$ cat src/hw/rtl/lamc_pkg.sv
`default_nettype none
package lamc_pkg;

  localparam int POS_BITS  = 20;
  localparam int MM_BITS   = 13;
  localparam int EDGE_BITS = 4;
  localparam int PPM_BITS  = 16;
  localparam int WIN_BITS  = 10;
  localparam int OP_BITS   = 2;
  localparam int EV_BITS   = 3;
  localparam int CFG_BITS  = 20;
  localparam int CFG_IDX_BITS = 2;
  // Q8.8 product, integer part, then shifted left by two bits into encoder edge units
  localparam int PROD_BITS = PPM_BITS + MM_BITS;
  localparam int RAW_BITS  = PROD_BITS - 8 + 2;

  typedef logic [POS_BITS-1:0] pos_t;
  typedef logic [WIN_BITS-1:0] win_t;

  localparam logic [OP_BITS-1:0] OP_TICK = 2'd0;
  localparam logic [OP_BITS-1:0] OP_MOVE = 2'd1;
  localparam logic [OP_BITS-1:0] OP_HOME = 2'd2;

  localparam logic [EV_BITS-1:0] EV_NONE    = 3'd0;
  localparam logic [EV_BITS-1:0] EV_REACHED = 3'd1;
  localparam logic [EV_BITS-1:0] EV_STALLED = 3'd2;
  localparam logic [EV_BITS-1:0] EV_HOMED   = 3'd3;
  localparam logic [EV_BITS-1:0] EV_BUSY    = 3'd4;

  localparam logic [CFG_IDX_BITS-1:0] CFG_PPM        = 2'd0;
  localparam logic [CFG_IDX_BITS-1:0] CFG_TRAVEL     = 2'd1;
  localparam logic [CFG_IDX_BITS-1:0] CFG_STALL_WIN  = 2'd2;
  localparam logic [CFG_IDX_BITS-1:0] CFG_HOME_WIN   = 2'd3;

  localparam logic [PPM_BITS-1:0] PPM_RESET       = 16'd5709;
  localparam logic [19:0]         TRAVEL_RESET    = 20'd150328;
  localparam logic [WIN_BITS-1:0] STALL_WIN_RESET = 10'd100;
  localparam logic [WIN_BITS-1:0] HOME_WIN_RESET  = 10'd500;

  localparam logic DIR_OUTWARD = 1'b0;
  localparam logic DIR_RETRACT = 1'b1;

  typedef struct packed {
    logic [PPM_BITS-1:0] ppm_q8;
    logic [19:0]         travel_limit;
    win_t                stall_win;
    win_t                home_win;
  } cfg_t;

  typedef struct packed {
    logic dir;
    pos_t target;
  } cmd_t;

  typedef struct packed {
    logic               running;
    logic               direction;
    logic [19:0]        position;
    logic [EV_BITS-1:0] event_res;
  } res_t;

endpackage
`default_nettype wire

$ cat src/hw/rtl/lamc_in_if.sv
`default_nettype none
interface lamc_in_if;
  logic                              valid;
  logic                              ready;
  logic [lamc_pkg::OP_BITS-1:0]      operation;
  logic signed [lamc_pkg::MM_BITS-1:0] move_mm;
  logic [lamc_pkg::EDGE_BITS-1:0]    encoder_edges;

  modport source (output valid, operation, move_mm, encoder_edges, input ready);
  modport sink (input valid, operation, move_mm, encoder_edges, output ready);
endinterface
`default_nettype wire

$ cat src/hw/rtl/lamc_out_if.sv
`default_nettype none
interface lamc_out_if;
  logic                           valid;
  logic                           ready;
  logic                           running;
  logic                           direction;
  logic [19:0]                    position;
  logic [lamc_pkg::EV_BITS-1:0]   event_res;

  modport source (output valid, running, direction, position, event_res, input ready);
  modport sink (input valid, running, direction, position, event_res, output ready);
endinterface
`default_nettype wire

$ cat src/hw/rtl/linear_actuator_move_controller.sv
`default_nettype none
// Stages: the input register holds an accepted transaction until the result register
// can take it, and the sink takes its result from the result register.
// Throughput: one transaction per cycle while the sink keeps ready high; while a result
// waits, the input register takes one more transaction and then holds ready low.
// Reset: rst_n is synchronous, active low; it clears the motion state, empties
// both stages and loads the register defaults.
module linear_actuator_move_controller (
  input  wire logic                                clk,
  input  wire logic                                rst_n,
  lamc_in_if.sink                                  in_ch,
  lamc_out_if.source                               out_ch,
  input  wire logic                                cfg_we,
  input  wire logic [lamc_pkg::CFG_IDX_BITS-1:0]   cfg_index,
  input  wire logic [lamc_pkg::CFG_BITS-1:0]       cfg_wdata
);

  lamc_pkg::cfg_t cfg;
  lamc_pkg::res_t res;

  logic                                in_valid_r;
  logic [lamc_pkg::OP_BITS-1:0]        in_op_r;
  logic signed [lamc_pkg::MM_BITS-1:0] in_mm_r;
  logic [lamc_pkg::EDGE_BITS-1:0]      in_edges_r;
  logic                                out_valid_r;
  logic                                advance;
  logic                                step;
  logic                                in_take;

  assign advance     = !out_valid_r || out_ch.ready;
  assign step        = in_valid_r && advance;
  assign in_ch.ready = !in_valid_r || advance;
  assign in_take     = in_ch.valid && in_ch.ready;

  always_ff @(posedge clk) begin
    if (!rst_n) begin
      in_valid_r  <= 1'b0;
      out_valid_r <= 1'b0;
    end else begin
      if (in_take) begin
        in_valid_r <= 1'b1;
      end else if (step) begin
        in_valid_r <= 1'b0;
      end
      if (step) begin
        out_valid_r <= 1'b1;
      end else if (out_ch.ready) begin
        out_valid_r <= 1'b0;
      end
    end
  end

  // hold the payload until the core takes it
  always_ff @(posedge clk) begin
    if (in_take) begin
      in_op_r    <= in_ch.operation;
      in_mm_r    <= in_ch.move_mm;
      in_edges_r <= in_ch.encoder_edges;
    end
  end

  lamc_cfg_regs u_cfg (
    .clk       (clk),
    .rst_n     (rst_n),
    .cfg_we    (cfg_we),
    .cfg_index (cfg_index),
    .cfg_wdata (cfg_wdata),
    .cfg       (cfg)
  );

  lamc_core u_core (
    .clk           (clk),
    .rst_n         (rst_n),
    .cfg           (cfg),
    .step          (step),
    .operation     (in_op_r),
    .move_mm       (in_mm_r),
    .encoder_edges (in_edges_r),
    .res           (res)
  );

  assign out_ch.valid     = out_valid_r;
  assign out_ch.running   = res.running;
  assign out_ch.direction = res.direction;
  assign out_ch.position  = res.position;
  assign out_ch.event_res = res.event_res;

endmodule
`default_nettype wire

$ cat src/hw/rtl/lamc_cfg_regs.sv
`default_nettype none
module lamc_cfg_regs (
  input  wire logic                                clk,
  input  wire logic                                rst_n,
  input  wire logic                                cfg_we,
  input  wire logic [lamc_pkg::CFG_IDX_BITS-1:0]   cfg_index,
  input  wire logic [lamc_pkg::CFG_BITS-1:0]       cfg_wdata,
  output lamc_pkg::cfg_t                           cfg
);

  lamc_pkg::cfg_t cfg_r;

  always_ff @(posedge clk) begin
    if (!rst_n) begin
      cfg_r.ppm_q8       <= lamc_pkg::PPM_RESET;
      cfg_r.travel_limit <= lamc_pkg::TRAVEL_RESET;
      cfg_r.stall_win    <= lamc_pkg::STALL_WIN_RESET;
      cfg_r.home_win     <= lamc_pkg::HOME_WIN_RESET;
    end else if (cfg_we) begin
      unique case (cfg_index)
        lamc_pkg::CFG_PPM:       cfg_r.ppm_q8       <= cfg_wdata[lamc_pkg::PPM_BITS-1:0];
        lamc_pkg::CFG_TRAVEL:    cfg_r.travel_limit <= cfg_wdata[19:0];
        lamc_pkg::CFG_STALL_WIN: cfg_r.stall_win    <= cfg_wdata[lamc_pkg::WIN_BITS-1:0];
        lamc_pkg::CFG_HOME_WIN:  cfg_r.home_win     <= cfg_wdata[lamc_pkg::WIN_BITS-1:0];
        default: ;
      endcase
    end
  end

  assign cfg = cfg_r;

endmodule
`default_nettype wire

$ cat src/hw/rtl/lamc_target.sv
`default_nettype none
module lamc_target (
  input  wire lamc_pkg::cfg_t                        cfg,
  input  wire logic signed [lamc_pkg::MM_BITS-1:0]   move_mm,
  input  wire lamc_pkg::pos_t                        cur_position,
  output lamc_pkg::cmd_t                             cmd
);

  logic [lamc_pkg::MM_BITS-1:0]   mm_raw;
  logic [lamc_pkg::MM_BITS-1:0]   mag;
  logic [lamc_pkg::PROD_BITS-1:0] prod;
  logic [lamc_pkg::RAW_BITS-1:0]  raw_tgt;
  logic [lamc_pkg::RAW_BITS:0]    reach;
  logic                           push;

  always_comb begin
    mm_raw  = move_mm;
    // magnitude of the most negative length still fits as unsigned
    mag     = mm_raw[lamc_pkg::MM_BITS-1] ? (~mm_raw + 1'b1) : mm_raw;
    prod    = lamc_pkg::PROD_BITS'(cfg.ppm_q8) * lamc_pkg::PROD_BITS'(mag);
    raw_tgt = {prod[lamc_pkg::PROD_BITS-1:8], 2'b00};
    reach   = (lamc_pkg::RAW_BITS+1)'(raw_tgt) + (lamc_pkg::RAW_BITS+1)'(cur_position);
    push    = !mm_raw[lamc_pkg::MM_BITS-1] && (mm_raw != '0);

    cmd.dir = push ? lamc_pkg::DIR_OUTWARD : lamc_pkg::DIR_RETRACT;
    if (push) begin
      if (reach < (lamc_pkg::RAW_BITS+1)'(cfg.travel_limit)) begin
        cmd.target = raw_tgt[lamc_pkg::POS_BITS-1:0];
      end else if (cur_position < cfg.travel_limit) begin
        cmd.target = cfg.travel_limit - cur_position;
      end else begin
        cmd.target = '0;
      end
    end else begin
      // clamp retract to what is left above the minimum
      if (raw_tgt > lamc_pkg::RAW_BITS'(cur_position)) begin
        cmd.target = cur_position;
      end else begin
        cmd.target = raw_tgt[lamc_pkg::POS_BITS-1:0];
      end
    end
  end

endmodule
`default_nettype wire

$ cat src/hw/rtl/lamc_core.sv
`default_nettype none
module lamc_core (
  input  wire logic                                  clk,
  input  wire logic                                  rst_n,
  input  wire lamc_pkg::cfg_t                        cfg,
  input  wire logic                                  step,
  input  wire logic [lamc_pkg::OP_BITS-1:0]          operation,
  input  wire logic signed [lamc_pkg::MM_BITS-1:0]   move_mm,
  input  wire logic [lamc_pkg::EDGE_BITS-1:0]        encoder_edges,
  output lamc_pkg::res_t                             res
);

  logic           motor_on_r, motor_on_nxt;
  logic           move_dir_r, move_dir_nxt;
  logic           homing_r, homing_nxt;
  lamc_pkg::pos_t position_r, position_nxt;
  lamc_pkg::pos_t target_r, target_nxt;
  lamc_pkg::pos_t moved_r, moved_nxt;
  lamc_pkg::win_t win_cnt_r, win_cnt_nxt;
  logic           moved_in_win_r, moved_in_win_nxt;
  lamc_pkg::res_t res_r;
  logic [lamc_pkg::EV_BITS-1:0] ev;

  lamc_pkg::cmd_t                cmd;
  logic [lamc_pkg::POS_BITS:0]   moved_sum;
  lamc_pkg::pos_t                moved_sat;
  logic [lamc_pkg::POS_BITS:0]   pos_sum;
  lamc_pkg::pos_t                pos_done;
  lamc_pkg::win_t                win_inc;
  lamc_pkg::win_t                window;
  logic                          miw_inc;

  lamc_target u_target (
    .cfg          (cfg),
    .move_mm      (move_mm),
    .cur_position (position_r),
    .cmd          (cmd)
  );

  always_comb begin
    moved_sum = (lamc_pkg::POS_BITS+1)'(moved_r) + (lamc_pkg::POS_BITS+1)'(encoder_edges);
    moved_sat = moved_sum[lamc_pkg::POS_BITS] ? '1 : moved_sum[lamc_pkg::POS_BITS-1:0];
    // position after a move ends with moved_sat edges travelled
    pos_sum   = (lamc_pkg::POS_BITS+1)'(position_r) + (lamc_pkg::POS_BITS+1)'(moved_sat);
    if (move_dir_r == lamc_pkg::DIR_OUTWARD) begin
      pos_done = pos_sum[lamc_pkg::POS_BITS] ? '1 : pos_sum[lamc_pkg::POS_BITS-1:0];
    end else begin
      pos_done = (moved_sat > position_r) ? '0 : position_r - moved_sat;
    end
    win_inc = win_cnt_r + 1'b1;
    window  = homing_r ? cfg.home_win : cfg.stall_win;
    miw_inc = moved_in_win_r || (encoder_edges != '0);

    motor_on_nxt     = motor_on_r;
    move_dir_nxt     = move_dir_r;
    homing_nxt       = homing_r;
    position_nxt     = position_r;
    target_nxt       = target_r;
    moved_nxt        = moved_r;
    win_cnt_nxt      = win_cnt_r;
    moved_in_win_nxt = moved_in_win_r;
    ev               = lamc_pkg::EV_NONE;

    case (operation)
      lamc_pkg::OP_TICK: begin
        if (motor_on_r) begin
          moved_nxt = moved_sat;
          if (!homing_r && moved_sat >= target_r) begin
            motor_on_nxt = 1'b0;
            position_nxt = pos_done;
            ev           = lamc_pkg::EV_REACHED;
          end else if (win_inc >= window || win_inc == '0) begin
            if (!miw_inc) begin
              motor_on_nxt = 1'b0;
              win_cnt_nxt  = win_inc;
              if (homing_r) begin
                homing_nxt   = 1'b0;
                position_nxt = '0;
                ev           = lamc_pkg::EV_HOMED;
              end else begin
                position_nxt = pos_done;
                ev           = lamc_pkg::EV_STALLED;
              end
            end else begin
              // window closed with motion: open the next one
              win_cnt_nxt      = '0;
              moved_in_win_nxt = 1'b0;
            end
          end else begin
            win_cnt_nxt      = win_inc;
            moved_in_win_nxt = miw_inc;
          end
        end
      end
      lamc_pkg::OP_MOVE: begin
        if (motor_on_r) begin
          ev = lamc_pkg::EV_BUSY;
        end else begin
          move_dir_nxt = cmd.dir;
          target_nxt   = cmd.target;
          if (cmd.target == '0) begin
            ev = lamc_pkg::EV_REACHED;
          end else begin
            homing_nxt       = 1'b0;
            motor_on_nxt     = 1'b1;
            moved_nxt        = '0;
            win_cnt_nxt      = '0;
            moved_in_win_nxt = 1'b0;
          end
        end
      end
      lamc_pkg::OP_HOME: begin
        if (motor_on_r) begin
          ev = lamc_pkg::EV_BUSY;
        end else begin
          homing_nxt       = 1'b1;
          motor_on_nxt     = 1'b1;
          move_dir_nxt     = lamc_pkg::DIR_RETRACT;
          moved_nxt        = '0;
          win_cnt_nxt      = '0;
          moved_in_win_nxt = 1'b0;
        end
      end
      default: ;
    endcase
  end

  always_ff @(posedge clk) begin
    if (!rst_n) begin
      motor_on_r     <= 1'b0;
      move_dir_r     <= lamc_pkg::DIR_OUTWARD;
      homing_r       <= 1'b0;
      position_r     <= '0;
      target_r       <= '0;
      moved_r        <= '0;
      win_cnt_r      <= '0;
      moved_in_win_r <= 1'b0;
    end else if (step) begin
      motor_on_r     <= motor_on_nxt;
      move_dir_r     <= move_dir_nxt;
      homing_r       <= homing_nxt;
      position_r     <= position_nxt;
      target_r       <= target_nxt;
      moved_r        <= moved_nxt;
      win_cnt_r      <= win_cnt_nxt;
      moved_in_win_r <= moved_in_win_nxt;
    end
  end

  always_ff @(posedge clk) begin
    if (step) begin
      res_r.running   <= motor_on_nxt;
      res_r.direction <= move_dir_nxt;
      res_r.position  <= 20'(position_nxt);
      res_r.event_res <= ev;
    end
  end

  assign res = res_r;

endmodule
`default_nettype wire

$ cat src/flat_wrapper.sv
// flat-port wrapper written by rule: the top's interface ports become plain ports
module linear_actuator_move_controller_flat 
  (clk, rst_n, cfg_we, cfg_index, cfg_wdata, in_ch_valid, in_ch_operation, in_ch_move_mm, in_ch_encoder_edges, in_ch_ready, out_ch_valid, out_ch_running, out_ch_direction, out_ch_position, out_ch_event_res, out_ch_ready);
  lamc_in_if in_ch_i ();
  lamc_out_if out_ch_i ();
  input  wire logic clk;
  input  wire logic rst_n;
  input  wire logic cfg_we;
  input  wire logic [lamc_pkg::CFG_IDX_BITS-1:0] cfg_index;
  input  wire logic [lamc_pkg::CFG_BITS-1:0] cfg_wdata;
  input wire logic [$bits(in_ch_i.valid)-1:0] in_ch_valid;
  input wire logic [$bits(in_ch_i.operation)-1:0] in_ch_operation;
  input wire logic [$bits(in_ch_i.move_mm)-1:0] in_ch_move_mm;
  input wire logic [$bits(in_ch_i.encoder_edges)-1:0] in_ch_encoder_edges;
  output wire logic [$bits(in_ch_i.ready)-1:0] in_ch_ready;
  output wire logic [$bits(out_ch_i.valid)-1:0] out_ch_valid;
  output wire logic [$bits(out_ch_i.running)-1:0] out_ch_running;
  output wire logic [$bits(out_ch_i.direction)-1:0] out_ch_direction;
  output wire logic [$bits(out_ch_i.position)-1:0] out_ch_position;
  output wire logic [$bits(out_ch_i.event_res)-1:0] out_ch_event_res;
  input wire logic [$bits(out_ch_i.ready)-1:0] out_ch_ready;
  assign in_ch_i.valid = in_ch_valid;
  assign in_ch_i.operation = in_ch_operation;
  assign in_ch_i.move_mm = in_ch_move_mm;
  assign in_ch_i.encoder_edges = in_ch_encoder_edges;
  assign in_ch_ready = in_ch_i.ready;
  assign out_ch_valid = out_ch_i.valid;
  assign out_ch_running = out_ch_i.running;
  assign out_ch_direction = out_ch_i.direction;
  assign out_ch_position = out_ch_i.position;
  assign out_ch_event_res = out_ch_i.event_res;
  assign out_ch_i.ready = out_ch_ready;
  linear_actuator_move_controller u_core (.clk(clk), .rst_n(rst_n), .in_ch(in_ch_i), .out_ch(out_ch_i), .cfg_we(cfg_we), .cfg_index(cfg_index), .cfg_wdata(cfg_wdata));
endmodule
$ cat config.mk
export PLATFORM = sky130hd
export DESIGN_NAME = linear_actuator_move_controller_flat
export DESIGN_NICKNAME = d
export VERILOG_FILES = /design/src/hw/rtl/lamc_pkg.sv /design/src/hw/rtl/lamc_in_if.sv /design/src/hw/rtl/lamc_out_if.sv /design/src/hw/rtl/linear_actuator_move_controller.sv /design/src/hw/rtl/lamc_cfg_regs.sv /design/src/hw/rtl/lamc_target.sv /design/src/hw/rtl/lamc_core.sv /design/src/flat_wrapper.sv
export SDC_FILE = /design/constraint.sdc
export NUM_CORES = 1
export LEC_CHECK = 0
export ABC_AREA = 0
export CAP_MARGIN = 20
export CORE_UTILIZATION = 48
export CTS_CLUSTER_SIZE = 8
export DETAILED_ROUTE_END_ITERATION = 10
export DONT_BUFFER_PORTS = 1
export PLACE_DENSITY = 0.6
export SETUP_SLACK_MARGIN = 0.15
export SKIP_LAST_GASP = 1
export SLEW_MARGIN = 20
export SYNTH_ARGS = -nofsm -noshare
export SYNTH_HDL_FRONTEND = slang
export SYNTH_HIERARCHICAL = 1
export SYNTH_SLANG_ARGS = --single-unit
$ cat constraint.sdc
create_clock -name clk -period 20.6 [get_ports clk]
set_input_delay 4.12 -clock clk [delete_from_list [all_inputs] [get_ports clk]]
set_output_delay 4.12 -clock clk [all_outputs]
set_load 0.01 [all_outputs]
# ---- Word-level counts from Yosys, hierarchy flattened
# Cells that the tools add are included.
dict set report totals {
  output_inout_bits 27
  register_bits 176
  inputBits 46
  elab_cells 147
}
dict set report classes {
  addsub 7
  eq_ne 13
  n_bitwise 2
  order_cmp 6
  mux 67
  multipliers 1
  n_reduce_logical 30
}
# operator count
set ops {}
lappend ops {{$mux 20} 18}
lappend ops {{$mux 10} 8}
lappend ops {{$pmux 20 s3} 1}
lappend ops {{$sub 20x20->20} 2}
lappend ops {{$pmux 10 s3} 1}
lappend ops {{$mul 16x13->29} 1}
lappend ops {{$mux 1} 27}
lappend ops {{$add 23x20->24} 1}
lappend ops {{$lt 24x20->1} 1}
lappend ops {{$gt 23x20->1} 1}
lappend ops {{$add 20x20->21} 1}
lappend ops {{$add 20x4->21} 1}
lappend ops {{$ge 20x20->1} 1}
lappend ops {{$gt 20x20->1} 1}
lappend ops {{$logic_not 20->1} 1}
lappend ops {{$lt 20x20->1} 1}
lappend ops {{$ne 2x2->1 const B} 7}
lappend ops {{$add 13x1->13 const B} 1}
lappend ops {{$mux 13} 1}
lappend ops {{$not 13->13} 1}
lappend ops {{$reduce_bool 13->1} 1}
lappend ops {{$add 10x1->10 const B} 1}
lappend ops {{$ge 10x10->1} 1}
lappend ops {{$logic_not 10->1} 1}
lappend ops {{other kinds (22)} 45}

# ---- Longest topological paths before layout
# Gate-level depths: netlist of the first run.
dict set report logic_depth {
  depth_word 12
  mapped_depth 61
  depth_no_buf 57
}

# ---- Cells and area by module
# The synthesis of the first run kept the hierarchy.
# module area_each_um2 seq_area_each_um2 cells_per_inst instances
set by_module_without_submodules {}
lappend by_module_without_submodules {lamc_target 10039.6 0.0 1256 1}
lappend by_module_without_submodules {lamc_core 8041.5 2232.1 1024 1}
lappend by_module_without_submodules {lamc_cfg_regs 2278.4 1121.1 225 1}
lappend by_module_without_submodules {linear_actuator_move_controller 674.4 610.6 28 1}

# ---- Least setup slack after synthesis of the first run
# No wires, ideal clock.
dict set report synth_timing {
  path_kind {reg2reg}
  startpoint {register u_core/in_mm_r[0] (netlist bit)}
  endpoint {register u_core.u_core.win_cnt_r[0]}
  path_slack_ns 9.085
  arrival_ns 11.388
  t_required_ns 20.472
  period_less_slack_ns 11.515
  path_stages_with_launch 57
  n_path_buf 4
  setup_ns 0.128
  path_cell_list {edfxtp_1 -> inv_1 -> ha_1 -> nand2_1 -> or3_1 -> o41ai_1 -> xnor2_1 -> clkbuf_1 -> nand2_1 -> fa_1 -> fa_1 -> inv_1 -> fa_1 -> fa_1 -> inv_1 -> fa_1 -> inv_1 -> ha_1 -> [21 not listed] -> o211ai_1 -> nand4_1 -> o21ba_2 -> a31o_2 -> buf_4 -> nor2_1 -> a221o_1 -> nor4_1 -> nand3_1 -> o311a_1 -> o21ai_0 -> or2_2 -> buf_2 -> o21bai_1 -> buf_2 -> nor3_1 -> a21oi_1 -> nor2_1}
}
# element line_no
set synth_lines {}
lappend synth_lines {{start, declared} linear_actuator_move_controller.sv:23} ;# logic signed [lamc_pkg::MM_BITS-1:0] in_mm_r;
lappend synth_lines {{start signal, assigned} linear_actuator_move_controller.sv:57} ;# in_mm_r <= in_ch.move_mm;
lappend synth_lines {{end signal, assigned} lamc_core.sv:145} ;# win_cnt_r <= win_cnt_nxt;
lappend synth_lines {{end, declared} lamc_core.sv:19} ;# lamc_pkg::win_t win_cnt_r, win_cnt_nxt;

==> results of run 1 <==
-- flip-flops by register name, indices dropped and copies added (netlist names) --
| name | cells |
|---|---|
| u_core/u_core/win_cnt_r | 10 |
| u_core/u_core/res | 25 |
| u_core/in_mm_r | 13 |
| u_core/u_core/move_dir_r | 1 |
| u_core/u_cfg/cfg | 56 |
| u_core/in_edges_r | 4 |
| u_core/u_core/moved_r | 20 |
| u_core/in_valid_r | 1 |
| u_core/u_core/moved_in_win_r | 1 |
| u_core/in_op_r | 2 |
| u_core/u_core/target_r | 20 |
| u_core/u_core/position_r | 20 |
| u_core/u_core/motor_on_r | 1 |
| u_core/out_ch.valid | 1 |
| u_core/u_core/homing_r | 1 |
-- placed cells by master, fill, tap and decap left out, types with 7 or more instances in the layout --
cell	instances
o21ai_0	65
nand4_1	17
nor4_1	13
dfxtp_1	132
a221o_1	19
nand2_1	333
o21a_1	18
or3_1	10
o211ai_1	10
ha_1	239
xor2_1	36
nor2_1	166
nor2b_1	44
a21o_1	40
o21bai_1	13
xnor2_1	62
clkbuf_16	17
a31oi_1	18
o2bb2ai_1	7
edfxtp_1	44
mux2i_1	73
a21oi_1	143
nand3_1	47
buf_4	28
fa_1	158
and3_1	21
and4_1	9
and2_1	63
inv_1	340
a211oi_1	12
nor3_1	50
o31ai_1	10
nand2b_1	21
a211o_1	9
o21ai_1	24
-- worst max path at each step --
stage / end / slack, ns / cells after the start
final: u_core/u_core/win_cnt_r[7] / 6.79 / 52
after global routing: u_core/u_core/win_cnt_r[2] / 5.88 / 49
after CTS: u_core/u_core/win_cnt_r[7] / 6.56 / 49
after detailed placement: u_core/u_core/win_cnt_r[7] / 6.62 / 49
after global placement: u_core/u_core/win_cnt_r[2] / 6.94 / 49
after floorplan: u_core/u_core/win_cnt_r[0] / 9.08 / 56
-- layer usage --
metal	wire length, um	part of all wire	GRT usage
met3	4010	0.064	0.0527
met5	0	0	0
met2	28100	0.45	0.462
met4	1030	0.016	0.0742
met1	29200	0.47	0.405
-- through the flow --
stage,cells,hold WS [ns]
2_1_floorplan,2533,0.435
3_3_place_gp,3039,0.445
3_5_place_dp,3039,0.450
4_1_cts,3071,0.461
5_1_grt,3071,0.484
6_report,3071,0.460
-- kinds of logic (layout without fill, tap and decap cells) --
group | count (synthesis) | count (layout)
compound gates | 484 | 484
xor+xnor | 105 | 105
fa+ha+maj | 397 | 397
buf+inv | 451 | 404
flops | 176 | 176
mux | 76 | 76
simple gates | 844 | 844
-- final cells by class --
cell class | instances | area [um^2]
fillers | 4276 | 21000
multi-input cells | 1906 | 15400
flip-flops and latches | 176 | 3960
inverters | 344 | 1290
well taps | 585 | 732
clock buffers | 18 | 429
repair buffers | 28 | 210
clock inverters | 14 | 140
-- tightest hold or removal path, delay by kind of cell (launching register included) --
family / cells / cell delay (ns)
AO/OA/AOI/OAI: 1 / 0.05
AND/OR/NAND/NOR: 1 / 0.05
flip-flops: 1 / 0.31
==> qor.yml, run 1 <==
post-synth-top-area-cell: "fa_1"
drive_gt1_frac: 0.0487
end_kind: "flip-flop"
rr_worst_depth: 52
post_cts_buffers: 0
cts_tree: "done"
synthMuxAreaShare: 0.0365
synth-warning-count: 6
gp_congestion: 0.964
hold_path_depth: 2
dp_hpwl_mm: 49.5
critPathRequiredTime_ns: 20.95
cts_buffers: 17
routed_wl_mm: 62.4
numPortBuffers: 0
max_stage_delay_ns: 0.84
slew_headroom: 0.280
syn_area_per_cell_um2: 8.30
cts.sinks: 176
min_from: "u_core/u_core/target_r[5]"
critPathMostFrequentCell: "inv_1"
num_io_pins: 73
synth_edf_count: 44
worstSetupStartpointType: "flip-flop"
synthAdderAreaFrac: 0.293
synthCells: 2533
finalMaxSlewViolations: 0
cts_max_path_buffers: 2
drc_errors: 0
setup_viol: 0
core_um2: 43200
synth_top_family_by_area: "adder cells"
routedWlPerCell_um: 20.3
rsz0062_at_grt: "false"
first_pass_iters: 6
detailedPlace.worstSlack_ns: 6.62
synth_nets: 2976
maxCapViolCount: 0
r2r_end: "u_core/u_core/win_cnt_r[7]"
synth_area_leaders: "fa_1 15%, ha_1 14%, dfxtp_1 13%"
grt_max_degree: 104
yosysMostFrequentCell: "inv_1"
startpoint: "u_core/in_mm_r[0]"
antenna_found_initial: 0
insertion_delay_ns: 0.51
die_w_um: 211
worstReg2RegStart: "u_core/in_mm_r[0]"
drtIter0Drc: 1498
die-area_um2: 44700
synth_common_cells: "340 x inv_1, 333 x nand2_1, 239 x ha_1"
holdCritPathClass: "flip-flop to flip-flop"
via_per_inst: 5.77
hold_path_end: "u_core/u_core/target_r[5]"
die_h_um: 211
tns_ns: 0
clk_pin_slew_ns: 0.08
nNetsFinal: 2916
gr-total-overflow: 0
start_util: 0.487
status: "completed"
path_max_fanout: 35
async_flop_share: 0
hold_buffers: 0
cts-resized-gates: 0
synthToLayoutAreaGrowth_pct: 5.22
root_buffer: "clkbuf_16"
yosysTopAreaCellShare: 0.150
synthDistinctLibCells: 102
critical-path-top-delay-family: "compound AO/OA/AOI/OAI gates"
synth_simple_gate_area_frac: 0.193
crit_path_top_delay_cell: "a221oi_1"
max_clock_freq_mhz: 72.4
hold_viol_final: 0
ant_nets: 0
cp.buffers_inverters: 7
period_needed_ns: 13.81
period_share: 0.670
synthesis.area_um2: 21000
fin_ws_ns: 6.79
ys_seq_area_frac: 0.188
reg2reg_setup_slack_ns: 6.79
place_area_um2: 21500
skew_ns: 0.0169
grt_usage: 0.290
worstMarginPinSlew_ns: 1.08
ctsHtreeMaxLevel: 4
synthXorXnorAreaFrac: 0.0437
grt_pass1_wl_mm: 98.5
grt_pass1_vias: 17600
cp.arrival_ns: 14.16
synth_compound_area_frac: 0.161
ys_ff_latch: 176
path_class: "flip-flop to flip-flop"
final_area_um2: 22100
antenna_cells: 0
rows: 76
yosys_most_used_dff: "dfxtp_1"
utilization: 0.513
vias: 17700
Power of run 1 is left out: the tool's default activity adds up to more than one toggle a clock period on the data nets, which glitch-free logic cannot reach.
==> run 2: changes to the inputs <==
Clock period 20.6 ns to 14.1 ns, I/O delays scaled along.
==> run 2 against run 1 <==
Flip-flop and latch count is the same. Sequential share of layout area unchanged. Register-to-register slack got worse by 5.8 ns. Utilization is the same. Die area did not move. Count of clock-buffer cells in the layout unchanged. First-iteration DRC count increased by 2.9%. Global-route usage up 0.44 points. Wire length up 2.1%. Non-clock buffer count down 1. Via count is 0.34% higher. Cell count about the same. Largest cell class unchanged.
==> qor.yml, run 2 (synthesis gave the netlist of run 1 again) <==
ctsHtreeMaxLevel: 4  # unchanged
critPathRequiredTime_ns: 14.46  # -6.49 ns
regArea_um2: 3960  # unchanged
max_stage_delay_ns: 0.55  # -0.29 ns
via_per_inst: 5.79  # +0.37%
drtIter0Drc: 1541  # +2.9%
drive_gt1_frac: 0.0471  # -0.00159
hold_path_end: "u_core/u_cfg/cfg[11]"
multi_input_area_um2: 15300  # -0.13%
first_pass_iters: 6  # unchanged
most-common-layout-cells: "340 x inv_1, 333 x nand2_1, 239 x ha_1"
final_common_cell: "inv_1"
slew_headroom: 0.308  # +0.0284
fillCellCount: 4171  # -2.5%
path_class: "flip-flop to flip-flop"
grt_pass1_wl_mm: 99.4  # +0.95%
cts.sinks: 176  # unchanged
gp_congestion: 0.942  # -2.2%
cts_tree: "done"
finalMaxSlewViolations: 0  # unchanged
die_w_um: 211  # unchanged
grt_usage: 0.295  # +0.00443
path_max_fanout: 34  # -2.9%
nNetsFinal: 2915  # -0.034%
start_util: 0.487  # unchanged
antenna_cells: 0  # unchanged
core_um2: 43200  # unchanged
hold_path_depth: 2  # unchanged
drc_errors: 0  # unchanged
reg2reg_setup_slack_ns: 1.02  # -5.77 ns
largest_register_ffs: 56  # unchanged
cts_buffers: 17  # unchanged
final_area_um2: 22100  # unchanged
r2r_end: "u_core/u_core/moved_r[15]"
tns_ns: 0  # unchanged
num_io_pins: 73  # unchanged
min_from: "u_core/u_cfg/cfg[11]"
ant_nets: 0  # unchanged
hold_viol_final: 0  # unchanged
grt_pass1_vias: 17500  # -0.69%
period_share: 0.928  # +0.257
period_needed_ns: 13.08  # -0.734 ns
die_h_um: 211  # unchanged
routed_wl_mm: 63.7  # +2.1%
place_area_um2: 21500  # -0.24%
end_kind: "flip-flop"
max_clock_freq_mhz: 76.5  # +5.6%
gr-total-overflow: 0  # unchanged
maxCapViolCount: 0  # unchanged
worstMarginPinSlew_ns: 1.03  # -0.0434 ns
numPortBuffers: 0  # unchanged
dp_hpwl_mm: 50.8  # +2.6%
holdCritPathClass: "flip-flop to flip-flop"
setup_viol: 0  # unchanged
rows: 76  # unchanged
insertion_delay_ns: 0.50  # about the same
root_buffer: "clkbuf_16"
startpoint: "u_core/in_mm_r[3]"
crit_path_top_delay_cell: "fa_1"
vias: 17800  # +0.34%
worstSetupStartpointType: "flip-flop"
status: "completed"
grt_max_degree: 104  # unchanged
antenna_found_initial: 1  # +1
rsz0062_at_grt: "false"
clk_pin_slew_ns: 0.08  # about the same
synthToLayoutAreaGrowth_pct: 5.22  # unchanged
cts_max_path_buffers: 2  # unchanged
rr_worst_depth: 51  # -1.9%
worstReg2RegStart: "u_core/in_mm_r[3]"
routedWlPerCell_um: 20.7  # +2.2%
cp.arrival_ns: 13.44  # -0.72 ns
skew_ns: 0.0165  # -0.000393 ns
die-area_um2: 44700  # unchanged
[run 2: cell count changes in the layout (fill, tap and decap cells not counted), sizes merged]
cell	before	now
clkinv	4	2
inv	351	352
buf	28	27
bufinv	1	2
[run 2: worst max-delay path, delay by kind of cell (launching register included)]
| kind | cells | cell delay [ns] |
|---|---|---|
| flip-flops | 1 | 0.47 |
| XOR/XNOR | 2 | 0.31 |
| AO/OA/AOI/OAI | 18 | 4.17 |
| adder cells (fa/ha/maj) | 8 | 3.65 |
| buffers and inverters | 5 | 0.84 |
| AND/OR/NAND/NOR | 18 | 3.47 |
[run 2: area by class of cell]
cell class              instances  area share
multi-input cells            1906       0.693
clock inverters                14     0.00758
inverters                     344      0.0583
clock buffers                  18      0.0194
well taps                     585      0.0331
repair buffers                 27     0.00916
flip-flops and latches        176       0.179
[run 2: worst max path at each step]
| stage | end | slack [ns] |
|---|---|---|
| floorplan | u_core/u_core/win_cnt_r[0] | 2.58 |
| global placement | u_core/u_core/win_cnt_r[7] | 0.89 |
| detailed placement | u_core/u_core/win_cnt_r[2] | 0.67 |
| CTS | u_core/u_core/win_cnt_r[2] | 0.62 |
| global route | u_core/u_core/moved_r[15] | 0.19 |
| finish | u_core/u_core/moved_r[15] | 1.02 |
[run 2: metal layers]
metal	track usage	up-vias	part of all wire
met5	0	-	0
met2	0.459	617	0.45
met3	0.0636	88	0.078
li1	-	8407	-
met1	0.405	8655	0.45
met4	0.0952	0	0.025
[run 2: metrics by stage]
stage,instances,worst slack (ns),util,hold slack (ns)
after CTS,3069,0.617,0.512,0.458
after global placement,3037,0.892,0.498,0.444
after floorplan,2533,2.58,-,0.435
after global routing,3070,0.192,0.513,0.484
final,3070,1.02,0.513,0.460
after detailed placement,3037,0.673,0.498,0.447
[run 2: repair_timing]
item | CTS | global route
endpoints found under the setup margin | 0 | 31
setup buffers | 0 | 1
hold buffers | 0 | 0
endpoints found under the hold margin | 0 | 0
gates resized for setup | 0 | 5
Power of run 2 is left out for the same reason.
==> run 3: changes to the inputs <==
Settings changed: CELL_PAD_IN_SITES_DETAIL_PLACEMENT set to 0, CELL_PAD_IN_SITES_GLOBAL_PLACEMENT set to 2, CORE_UTILIZATION 48 to 35, PLACE_DENSITY 0.6 to 0.69.
==> run 3 against run 2 <==
Flip-flop and latch count is the same. Cell count grew 6.5%. Hold slack lost 0.0032 ns. Sequential share of layout area shrank 0.27 points. Non-clock buffer count grew 12. Setup slack lost 0.068 ns. First-iteration DRC count shrank 19%. Wire length grew 6.6%. Die area grew 37%. Cell area grew 1.5%. Global-route usage shrank 6.6 points. Critical path type unchanged.
==> qor.yml, run 3 (synthesis gave the netlist of run 1 again) <==
status: "completed"
nNetsFinal: 2927  # +0.41%
layout.cells.non_filler: 3270  # +6.5%
die_w_um: 247  # +17%
core_um2: 59200  # +37%
maxCapViolCount: 0  # unchanged
antenna_cells: 0  # unchanged
drt-met1-wl_mm: 34.1  # +19%
synthToLayoutAreaGrowth_pct: 6.82
antenna_found_initial: 2  # +1
reg2reg_setup_slack_ns: 0.95  # -0.07 ns
rr_worst_depth: 52  # +2.0%
drc_errors: 0  # unchanged
via_per_inst: 5.38  # -7.0%
cts_max_path_buffers: 2  # unchanged
grt_max_degree: 104  # unchanged
path_max_fanout: 34  # unchanged
max_stage_delay_ns: 0.61  # +0.06 ns
drtIter0Drc: 1248  # -19%
vias: 17600  # -0.98%
worstMarginPinSlew_ns: 1.13  # +0.0976 ns
period_needed_ns: 13.15  # +0.0677 ns
finalMaxSlewViolations: 0  # unchanged
grt_usage: 0.229  # -0.0660
largest_register_ffs: 56  # unchanged
die-area_um2: 61100  # +37%
gp_congestion: 0.896  # -4.9%
root_buffer: "clkbuf_16"
routed-wl-met2_mm: 29.6  # +3.9%
drive_gt1_frac: 0.0513  # +0.00418
cts_tree: "done"
clk_pin_slew_ns: 0.08  # about the same
min_from: "u_core/u_core/target_r[6]"
topRoutingLayerUsed: "met4"
num_io_pins: 73  # unchanged
utilization: 0.379  # -0.133
cp.buffers_inverters: 8  # +3
hold_path_depth: 2  # unchanged
gr-total-overflow: 0  # unchanged
rsz0062_at_grt: "false"
first_pass_iters: 5  # -1
grt_pass1_wl_mm: 105  # +5.2%
hold_path_end: "u_core/u_core/target_r[6]"
dr_wl_met3_mm: 3.36  # -32%
rows: 89  # +17%
routedWlPerCell_um: 20.8  # about the same
dp_hpwl_mm: 55.0  # +8.3%
crit_path_top_delay_cell: "xnor2_1"
r2r_end: "u_core/u_core/moved_r[17]"
most-common-layout-cells: "339 x inv_1, 333 x nand2_1, 239 x ha_1"
skew_ns: 0.0262  # +0.00970 ns
grt_pass1_vias: 17500  # -0.086%
numPortBuffers: 0  # unchanged
setup_viol: 0  # unchanged
cp.arrival_ns: 13.51  # +0.07 ns
final_common_cell: "inv_1"
ctsHtreeMaxLevel: 4  # unchanged
tns_ns: 0  # unchanged
insertion_delay_ns: 0.51  # about the same
place_inst: 3238  # +6.6%
ant_nets: 0  # unchanged
critical-path-top-delay-family: "compound AO/OA/AOI/OAI gates"
path_class: "flip-flop to flip-flop"
start_util: 0.355  # -0.132
die_h_um: 247  # +17%
slew_headroom: 0.240  # -0.0675
hold_viol_final: 0  # unchanged
cts.sinks: 176  # unchanged
routed_wl_mm: 67.9  # +6.6%
end_kind: "flip-flop"
cts_buffers: 17  # unchanged
worstReg2RegStart: "u_core/in_mm_r[0]"
max_clock_freq_mhz: 76.1  # -0.51%
hold_buffers: 0  # unchanged
period_share: 0.932  # +0.00480
holdCritPathClass: "flip-flop to flip-flop"
critPathRequiredTime_ns: 14.47  # about the same
worstSetupStartpointType: "flip-flop"
-- run 3: metrics by stage --
| step | worst slack [ns] | area (um^2) | hold WS (ns) |
|---|---|---|---|
| floorplan | 2.58 | 21000 | 0.435 |
| global placement | 1.15 | 21800 | 0.446 |
| detailed placement | 0.861 | 21800 | 0.449 |
| CTS | 0.813 | 22400 | 0.460 |
| global route | 0.218 | 22500 | 0.479 |
| finish | 0.954 | 22500 | 0.457 |
-- run 3: cell type report --
class	instances	area, um^2
clock buffer	17	425
clock inverter	15	196
fill	6179	36800
inverter	344	1290
multi-input combinational	1906	15300
sequential	176	3960
tap	773	967
timing repair buffer	39	293
-- run 3: metal layers --
metal,up-vias,global-route usage
li1,8439,-
met1,8687,0.335
met2,417,0.350
met3,50,0.0368
met4,0,0.0459
met5,-,0
-- run 3: worst register-to-register path: cells and delay by family, from the launching register on --
kind                     cells  cell delay (ns)
AO/OA/AOI/OAI               16             4.20
adder cells (fa/ha/maj)      9             3.82
AND/OR/NAND/NOR             16             2.52
buffers and inverters        8             1.09
XOR/XNOR                     3             1.00
flip-flops                   1             0.37
-- run 3: how the worst max path moves through the flow --
stage | start | endpoint | slack (ns) | cells past startpoint
floorplan | u_core/in_mm_r[0] | u_core/u_core/win_cnt_r[0] | 2.58 | 56
global placement | u_core/in_mm_r[0] | u_core/u_core/moved_r[17] | 1.15 | 54
detailed placement | u_core/in_mm_r[0] | u_core/u_core/moved_r[13] | 0.86 | 54
CTS | u_core/in_mm_r[0] | u_core/u_core/moved_r[13] | 0.81 | 54
global route | u_core/in_mm_r[3] | u_core/u_core/moved_r[13] | 0.22 | 51
finish | u_core/in_mm_r[0] | u_core/u_core/moved_r[17] | 0.95 | 52
-- run 3: repair_timing --
action,4_1_cts,5_1_grt
gates resized for setup,0,5
endpoints found under the setup margin,0,31
buffers inserted,0,0
Power of run 3 is left out for the same reason.
